[src/sv/clcd_pkg.sv]
// ----------------------------------------------------------------------------
// Character LCD nibble writer package
// Shared constants, queue entry type and command classification codes.
// ----------------------------------------------------------------------------
package clcd_pkg;

  localparam int LINE_LENGTH = 16;
  localparam int POS_W       = $clog2(2 * LINE_LENGTH + 1);

  // Queue depth must be a power of two; the pointers wrap naturally.
  localparam int QUEUE_DEPTH = 2;
  localparam int QPTR_W      = (QUEUE_DEPTH > 1) ? $clog2(QUEUE_DEPTH) : 1;
  localparam int QCNT_W      = $clog2(QUEUE_DEPTH + 1);

  localparam int STEP_W      = 2;

  localparam logic [7:0] CMD_CLEAR = 8'h01;
  localparam logic [7:0] CMD_LINE2 = 8'hC0;

  typedef enum logic [1:0] {
    LEAD_NONE,
    LEAD_LINE2,
    LEAD_CLEAR
  } lead_t;

  typedef struct packed {
    logic [7:0] char_code;
    lead_t      lead;
  } entry_t;

  typedef struct packed {
    logic full;
    logic empty;
  } qstat_t;

endpackage

[src/sv/clcd_if.sv]
// ----------------------------------------------------------------------------
// Character LCD nibble writer channels
// Valid/ready channels for incoming characters and outgoing bus strobes.
// ----------------------------------------------------------------------------
interface clcd_in_if;
  logic       valid;
  logic       ready;
  logic [7:0] char_code;

  modport source (output valid, output char_code, input ready);
  modport sink (input valid, input char_code, output ready);
endinterface

interface clcd_out_if;
  logic       valid;
  logic       ready;
  logic [3:0] bus_nibble;
  logic       select_data;
  logic       last_strobe;

  modport source (output valid, output bus_nibble, output select_data,
                  output last_strobe, input ready);
  modport sink (input valid, input bus_nibble, input select_data,
                input last_strobe, output ready);
endinterface

[src/sv/clcd_front.sv]
// ----------------------------------------------------------------------------
// Character LCD front end
// Accepts characters, tracks the display position and classifies each item
// by the command that must precede it.
// ----------------------------------------------------------------------------
module clcd_front import clcd_pkg::*; (
  input  logic      clk,
  input  logic      rst_n,
  clcd_in_if.sink   in_ch,
  input  qstat_t    qstat,
  output logic      push,
  output entry_t    push_entry
);

  logic [POS_W-1:0] position_r;
  logic [POS_W-1:0] position_nxt;
  lead_t            lead;

  assign in_ch.ready = !qstat.full;
  assign push        = in_ch.valid && !qstat.full;

  always_comb begin
    if (position_r == POS_W'(2 * LINE_LENGTH)) begin
      lead         = LEAD_CLEAR;
      position_nxt = POS_W'(1);
    end else if (position_r == POS_W'(LINE_LENGTH)) begin
      lead         = LEAD_LINE2;
      position_nxt = position_r + POS_W'(1);
    end else begin
      lead         = LEAD_NONE;
      position_nxt = position_r + POS_W'(1);
    end
  end

  assign push_entry.char_code = in_ch.char_code;
  assign push_entry.lead      = lead;

  always_ff @(posedge clk) begin
    if (!rst_n) begin
      position_r <= '0;
    end else if (push) begin
      position_r <= position_nxt;
    end
  end

`ifndef NO_ASSERTIONS
  a_pos_range: assert property (@(posedge clk) disable iff (!rst_n)
    position_r <= POS_W'(2 * LINE_LENGTH))
    else $error("display position beyond end of second line");
`endif

endmodule

[src/sv/clcd_queue.sv]
// ----------------------------------------------------------------------------
// Character LCD item queue
// Short register queue between the front end and the strobe sequencer.
// ----------------------------------------------------------------------------
module clcd_queue import clcd_pkg::*; (
  input  logic   clk,
  input  logic   rst_n,
  input  logic   push,
  input  entry_t push_entry,
  input  logic   pop,
  output entry_t head,
  output qstat_t qstat
);

  entry_t              mem_r [QUEUE_DEPTH];
  logic [QPTR_W-1:0]   wr_ptr_r;
  logic [QPTR_W-1:0]   rd_ptr_r;
  logic [QCNT_W-1:0]   count_r;

  assign qstat.full  = (count_r == QCNT_W'(QUEUE_DEPTH));
  assign qstat.empty = (count_r == '0);
  assign head        = mem_r[rd_ptr_r];

  always_ff @(posedge clk) begin
    if (push) begin
      mem_r[wr_ptr_r] <= push_entry;
    end
  end

  always_ff @(posedge clk) begin
    if (!rst_n) begin
      wr_ptr_r <= '0;
      rd_ptr_r <= '0;
      count_r  <= '0;
    end else begin
      if (push) begin
        wr_ptr_r <= wr_ptr_r + QPTR_W'(1);
      end
      if (pop) begin
        rd_ptr_r <= rd_ptr_r + QPTR_W'(1);
      end
      if (push && !pop) begin
        count_r <= count_r + QCNT_W'(1);
      end else if (pop && !push) begin
        count_r <= count_r - QCNT_W'(1);
      end
    end
  end

`ifndef NO_ASSERTIONS
  a_no_overflow: assert property (@(posedge clk) disable iff (!rst_n)
    !(push && qstat.full) && !(pop && qstat.empty))
    else $error("queue pushed when full or popped when empty");
`endif

endmodule

[src/sv/clcd_back.sv]
// ----------------------------------------------------------------------------
// Character LCD strobe sequencer
// Splits the queued item into nibble strobes, the leading command first,
// and holds each strobe in an output register until it is taken.
// ----------------------------------------------------------------------------
module clcd_back import clcd_pkg::*; (
  input  logic      clk,
  input  logic      rst_n,
  input  entry_t    head,
  input  qstat_t    qstat,
  output logic      pop,
  clcd_out_if.source out_ch
);

  logic [STEP_W-1:0] step_r;
  logic [STEP_W-1:0] step_nxt;
  logic [STEP_W-1:0] eff_step;
  logic              advance;
  logic              head_valid;
  logic              last;
  logic [7:0]        byte_sel;
  logic [7:0]        cmd_byte;

  logic              out_valid_r;
  logic [3:0]        bus_nibble_r;
  logic              select_data_r;
  logic              last_strobe_r;

  assign head_valid = !qstat.empty;
  assign advance    = !out_valid_r || out_ch.ready;

  // A plain character skips the two command strobes.
  assign eff_step = step_r | {(head.lead == LEAD_NONE), 1'b0};
  assign last     = (eff_step == {STEP_W{1'b1}});
  assign pop      = advance && head_valid && last;
  assign step_nxt = last ? '0 : step_r + STEP_W'(1);

  always_comb begin
    unique case (head.lead)
      LEAD_CLEAR: cmd_byte = CMD_CLEAR;
      LEAD_LINE2: cmd_byte = CMD_LINE2;
      default:    cmd_byte = CMD_LINE2;
    endcase
  end

  assign byte_sel = eff_step[1] ? head.char_code : cmd_byte;

  always_ff @(posedge clk) begin
    if (!rst_n) begin
      step_r      <= '0;
      out_valid_r <= 1'b0;
    end else if (advance) begin
      out_valid_r <= head_valid;
      if (head_valid) begin
        step_r <= step_nxt;
      end
    end
  end

  always_ff @(posedge clk) begin
    if (advance && head_valid) begin
      bus_nibble_r  <= eff_step[0] ? byte_sel[3:0] : byte_sel[7:4];
      select_data_r <= eff_step[1];
      last_strobe_r <= last;
    end
  end

  assign out_ch.valid       = out_valid_r;
  assign out_ch.bus_nibble  = bus_nibble_r;
  assign out_ch.select_data = select_data_r;
  assign out_ch.last_strobe = last_strobe_r;

`ifndef NO_ASSERTIONS
  a_last_is_data: assert property (@(posedge clk) disable iff (!rst_n)
    out_valid_r && last_strobe_r |-> select_data_r)
    else $error("final strobe of an item is not character data");

  a_step_idle: assert property (@(posedge clk) disable iff (!rst_n)
    qstat.empty |-> step_r == '0)
    else $error("sequencer mid-item with an empty queue");

  a_pop_last: assert property (@(posedge clk) disable iff (!rst_n)
    pop |=> out_valid_r && last_strobe_r)
    else $error("item released without its final strobe");
`endif

endmodule

[src/sv/char_lcd_nibble_writer.sv]
// ----------------------------------------------------------------------------
// Character LCD nibble writer
// Turns character bytes into 4-bit bus strobes for a two-line display.
// ----------------------------------------------------------------------------
// The input channel carries one character byte per item. The output channel
// carries one enable strobe per item: the nibble, register select and a flag
// on the final strobe belonging to a character. Each character gives two
// strobes, high nibble first. At the end of the first line the line-two
// address command goes out first, and at the end of the display the clear
// command goes out first, each as two command strobes, making four in all.
// An accepted character is first written into the queue and then loaded as
// its first strobe into the output register. The sequencer issues one strobe
// per cycle while the receiver is ready; a two-entry queue lets the front
// end keep accepting while the sequencer works.
// Reset clears the position counter, the queue and the output valid flag.
// When the receiver stalls the output strobe holds, the queue fills and the
// input ready falls once both entries are in use.
// ----------------------------------------------------------------------------
module char_lcd_nibble_writer import clcd_pkg::*; (
  input  logic       clk,
  input  logic       rst_n,
  clcd_in_if.sink    in_ch,
  clcd_out_if.source out_ch
);

  logic   push;
  logic   pop;
  entry_t push_entry;
  entry_t head;
  qstat_t qstat;

  clcd_front u_front (
    .clk        (clk),
    .rst_n      (rst_n),
    .in_ch      (in_ch),
    .qstat      (qstat),
    .push       (push),
    .push_entry (push_entry)
  );

  clcd_queue u_queue (
    .clk        (clk),
    .rst_n      (rst_n),
    .push       (push),
    .push_entry (push_entry),
    .pop        (pop),
    .head       (head),
    .qstat      (qstat)
  );

  clcd_back u_back (
    .clk    (clk),
    .rst_n  (rst_n),
    .head   (head),
    .qstat  (qstat),
    .pop    (pop),
    .out_ch (out_ch)
  );

endmodule
[src/flat_wrapper.sv]
// flat-port wrapper written by rule: the top's interface ports become plain ports
module char_lcd_nibble_writer_flat import clcd_pkg::*;
  (clk, rst_n, in_ch_valid, in_ch_char_code, in_ch_ready, out_ch_valid, out_ch_bus_nibble, out_ch_select_data, out_ch_last_strobe, out_ch_ready);
  clcd_in_if in_ch_i ();
  clcd_out_if out_ch_i ();
  input  logic clk;
  input  logic rst_n;
  input wire logic [$bits(in_ch_i.valid)-1:0] in_ch_valid;
  input wire logic [$bits(in_ch_i.char_code)-1:0] in_ch_char_code;
  output wire logic [$bits(in_ch_i.ready)-1:0] in_ch_ready;
  output wire logic [$bits(out_ch_i.valid)-1:0] out_ch_valid;
  output wire logic [$bits(out_ch_i.bus_nibble)-1:0] out_ch_bus_nibble;
  output wire logic [$bits(out_ch_i.select_data)-1:0] out_ch_select_data;
  output wire logic [$bits(out_ch_i.last_strobe)-1:0] out_ch_last_strobe;
  input wire logic [$bits(out_ch_i.ready)-1:0] out_ch_ready;
  assign in_ch_i.valid = in_ch_valid;
  assign in_ch_i.char_code = in_ch_char_code;
  assign in_ch_ready = in_ch_i.ready;
  assign out_ch_valid = out_ch_i.valid;
  assign out_ch_bus_nibble = out_ch_i.bus_nibble;
  assign out_ch_select_data = out_ch_i.select_data;
  assign out_ch_last_strobe = out_ch_i.last_strobe;
  assign out_ch_i.ready = out_ch_ready;
  char_lcd_nibble_writer u_core (.clk(clk), .rst_n(rst_n), .in_ch(in_ch_i), .out_ch(out_ch_i));
endmodule
[config.mk]
export PLATFORM = sky130hd
export DESIGN_NAME = char_lcd_nibble_writer_flat
export DESIGN_NICKNAME = d
export VERILOG_FILES = /design/src/sv/clcd_pkg.sv /design/src/sv/clcd_if.sv /design/src/sv/clcd_front.sv /design/src/sv/clcd_queue.sv /design/src/sv/clcd_back.sv /design/src/sv/char_lcd_nibble_writer.sv /design/src/flat_wrapper.sv
export SDC_FILE = /design/constraint.sdc
export NUM_CORES = 1
export LEC_CHECK = 0
export BUFFER_PORTS_ARGS = -buffer_cell sky130_fd_sc_hd__buf_2
export CAP_MARGIN = 10
export CORE_ASPECT_RATIO = 1.75
export CORE_UTILIZATION = 45
export CTS_CLUSTER_SIZE = 30
export DETAILED_ROUTE_END_ITERATION = 12
export HOLD_SLACK_MARGIN = 0.1
export SLEW_MARGIN = 20
export SYNTH_ARGS = -nofsm -noshare
export SYNTH_HDL_FRONTEND = slang
export SYNTH_SLANG_ARGS = --single-unit
export TNS_END_PERCENT = 100
[constraint.sdc]
create_clock -name clk -period 2.9 [get_ports clk]
set_input_delay 0.435 -clock clk [delete_from_list [all_inputs] [get_ports clk]]
set_output_delay 0.435 -clock clk [all_outputs]
set_load 0.02 [all_outputs]
==> impl_metrics.env <==
export IMPL_slowest_delay_ps=540
export IMPL_gr_usage_met3_pct=4.57
export IMPL_crit_path_top_delay_cell="dfxtp_1"
export IMPL_nNetsFinal=169
export IMPL_avgSynthCellArea_um2=12.8
export IMPL_syn_inst=129
export IMPL_start_kind="flop"
export IMPL_power_density_nw_per_um2=833
export IMPL_cap_viol_max_count=0
export IMPL_drc_errors=0
export IMPL_layout_drive_gt1_share_pct=23.9
export IMPL_finalPower_mw=1.58
export IMPL_period_needed_ps=2140
export IMPL_grt_max_degree=14
export IMPL_grt_pass1_vias=993
export IMPL_leakagePower_nw=0.715
export IMPL_cts_buffer_depth=2
export IMPL_rsz0062_at_grt="false"
export IMPL_htreeDepth=2
export IMPL_post_cts_setup_buffer_count=0
export IMPL_die_w_um=47.8
export IMPL_fillers=322
export IMPL_cts_tree="built"
export IMPL_synth_distinct_cells=39
export IMPL_dp_cells=192
export IMPL_finalHoldViolations=0
export IMPL_worst_pin_slew_ps=543
export IMPL_insertedDiodeCount=0
export IMPL_ys_ff_latch=40
export IMPL_hpwl_um=2070
export IMPL_drtIter0Drc=27
export IMPL_timing_final_ws_setup_ps=757
export IMPL_rows=28
export IMPL_ir_drop_mv=0.449
export IMPL_numCtsBuffers=5
export IMPL_grt_usage_pct=16.9
export IMPL_crit_arrival_ps=2360
export IMPL_drt_pre_antenna_iters=4
export IMPL_timing_final_crit_share_pct=73.9
export IMPL_required_ps=3120
export IMPL_crit_type="flop to flop"
export IMPL_ys_seq_area_share_pct=64.2
export IMPL_antenna_found_initial=0
export IMPL_wl_per_cell_um=13.7
export IMPL_drv_slew=0
export IMPL_finalSetupTns_ps=0
export IMPL_finalSetupViolCount=0
export IMPL_clk_insertion_delay_late_ps=290
export IMPL_grt_pass1_wl_um=4460
export IMPL_cp_max_fo=9
export IMPL_finalClockSkew_ps=4.11
export IMPL_clkTransAtPathRegs_ps=80
export IMPL_clock_root_buffer="clkbuf_8"
export IMPL_gp_congestion=0.844
export IMPL_grt_busiest_layer="met2"
export IMPL_slew_limit_headroom_pct=63.7
export IMPL_preCtsSetupSlack_ps=729
export IMPL_place_port_buffers=19
export IMPL_holdBufCountCts=0
export IMPL_synth_edf_count=26
export IMPL_start_util_pct=48.1
export IMPL_fin_cells=200
export IMPL_synth_nets=144
export IMPL_postRouteAntennaNets=0
export IMPL_syn2layout_area_growth_pct=14.8
export IMPL_core_um2=3430
export IMPL_worstPathCellList="nor3b_1, nor3_2, inv_2, nand2_1, ha_1, or3_1, a21oi_1"
export IMPL_worstSetupEndpointType="flop"
export IMPL_post_cts_resized=0
export IMPL_grt_ovfl_total=0
export IMPL_min_path_type="input port to flop"
export IMPL_yosysWarnings=0
export IMPL_synth_top_flop_cell="edfxtp_1"
export IMPL_cts_sink_count=40
export IMPL_timing_fmax_ghz=0.467
export IMPL_viasPerCell=5.05
export IMPL_syn_area_um2=1650
export IMPL_synth_async_sr_flop_share_pct=0
export IMPL_routed_wl_um=2730
export IMPL_num_vias=1010
export IMPL_run_status="finished, final reports clean"
export IMPL_use_met2_pct=31.4
export IMPL_gr_usage_met1_pct=15.5
export IMPL_die_y_um=82.1
export IMPL_io_pin_count=20
export IMPL_dieArea_um2=3930
layer usage:
metal / part of all wire [%] / routed length (um) / vias to the layer above
li1: - / - / 512
met1: 35 / 966 / 476
met2: 60 / 1640 / 16
met3: 2.6 / 71 / 6
met4: 2.1 / 58 / 0
met5: 0 / 0 / -
final timing paths:
path | slack (ps) | to | startpoint | depth (start not counted)
max | 760 | u_core.u_queue.count_r[1]$_SDFFE_PN0P_ | flop | 7
min | 330 | u_core.u_queue.mem_r[0][5]$_DFFE_PP_ | in_ch_char_code[3] | 1
max reg2reg | 760 | u_core.u_queue.count_r[1]$_SDFFE_PN0P_ | flop | 7
min reg2reg | 490 | u_core.u_queue.rd_ptr_r$_SDFFE_PN0P_ | u_core.u_queue.rd_ptr_r$_SDFFE_PN0P_ | 2
placed cells by master (no fill, tap or decap), drive strengths merged:
| cell | n |
|---|---|
| a21boi | 2 |
| a21o | 1 |
| a21oi | 4 |
| a31oi | 2 |
| and2 | 2 |
| and3 | 2 |
| and4b | 1 |
| buf | 21 |
| clkbuf | 6 |
| clkinvlp | 2 |
| dfxtp | 14 |
| edfxtp | 26 |
| ha | 3 |
| inv | 6 |
| mux2i | 8 |
| mux4 | 1 |
| nand2 | 9 |
| nand2b | 4 |
| nand3 | 4 |
| nand4b | 1 |
| nor2 | 13 |
| nor2b | 1 |
| nor3 | 4 |
| nor3b | 2 |
| nor4 | 1 |
| o211ai | 2 |
| o21ai | 4 |
| o21bai | 1 |
| or3 | 2 |
| or3b | 1 |
| xnor2 | 2 |
| xor2 | 3 |
area by class of cell:
| type | instances | area, um^2 | area share (%) |
|---|---|---|---|
| flip-flops and latches | 40 | 1060 | 56.0 |
| multi-input cells | 80 | 548 | 28.9 |
| clock buffers | 6 | 82.6 | 4.36 |
| well taps | 45 | 56.3 | 2.97 |
| repair buffers | 21 | 110 | 5.81 |
| clock inverters | 2 | 15.0 | 0.792 |
| inverters | 6 | 22.5 | 1.19 |
power breakdown:
group	total, mW	switching (mW)	internal [mW]
clock	0.380	0.187	0.192
sequential	0.811	0.0618	0.749
combinational	0.390	0.237	0.153
worst max-delay path, delay by kind of cell (launching register included):
family          cells  cell delay, ps
flops               1             540
simple gates        4             910
compound gates      1             150
buf+inv             1             120
fa+ha+maj           1             360
state kept, by name, indices dropped and copies added, names as in the netlist, named ones only:
name,flops
u_core.u_back.out_ch.bus_nibble,4
u_core.u_back.out_ch.last_strobe,1
u_core.u_back.out_ch.select_data,1
u_core.u_back.out_ch.valid,1
u_core.u_back.step_r,2
u_core.u_front.position_r,6
u_core.u_queue.count_r,2
u_core.u_queue.mem_r,20
u_core.u_queue.rd_ptr_r,1
u_core.u_queue.wr_ptr_r,1
cell usage after synthesis, drive strengths merged (2+ instances only):
cell type	count	share of area [%]
xnor2	2	1.1
nand2	9	2.2
a31oi	2	0.76
xor2	3	1.6
ha	3	2.3
o211ai	2	0.91
nor2	13	3.0
mux2i	8	4.8
inv	6	1.4
a21oi	4	1.2
or3	2	0.76
buf	2	0.98
and3	2	0.83
dfxtp	14	17
nor3	4	1.5
o21ai	4	1.2
and2	2	0.76
nor3b	2	1.2
edfxtp	26	47
nand3	4	1.5
a21boi	2	0.91
nand2b	4	2.0
stage by stage:
stage / hold slack [ps] / utilization (%) / area, um^2
final: 332 / 55.2 / 1900
after global routing: 319 / 55.2 / 1900
after CTS: 320 / 55.2 / 1900
after detailed placement: 484 / 52.4 / 1800
after global placement: 476 / 52.4 / 1800
after floorplan: 456 / - / 1650
cell families (layout without fill, tap and decap cells):
kind of cell             after synthesis  in the layout  synth area share, %
multiplexers                           9              9                 6.21
AO/OA/AOI/OAI                         16             16                 5.91
buffers and inverters                  9             35                 2.58
flip-flops                            40             40                 64.2
XOR/XNOR                               5              5                 2.65
AND/OR/NAND/NOR                       47             47                 16.1
adder cells (fa/ha/maj)                3              3                 2.27
Power figures use the tool's default switching activity.
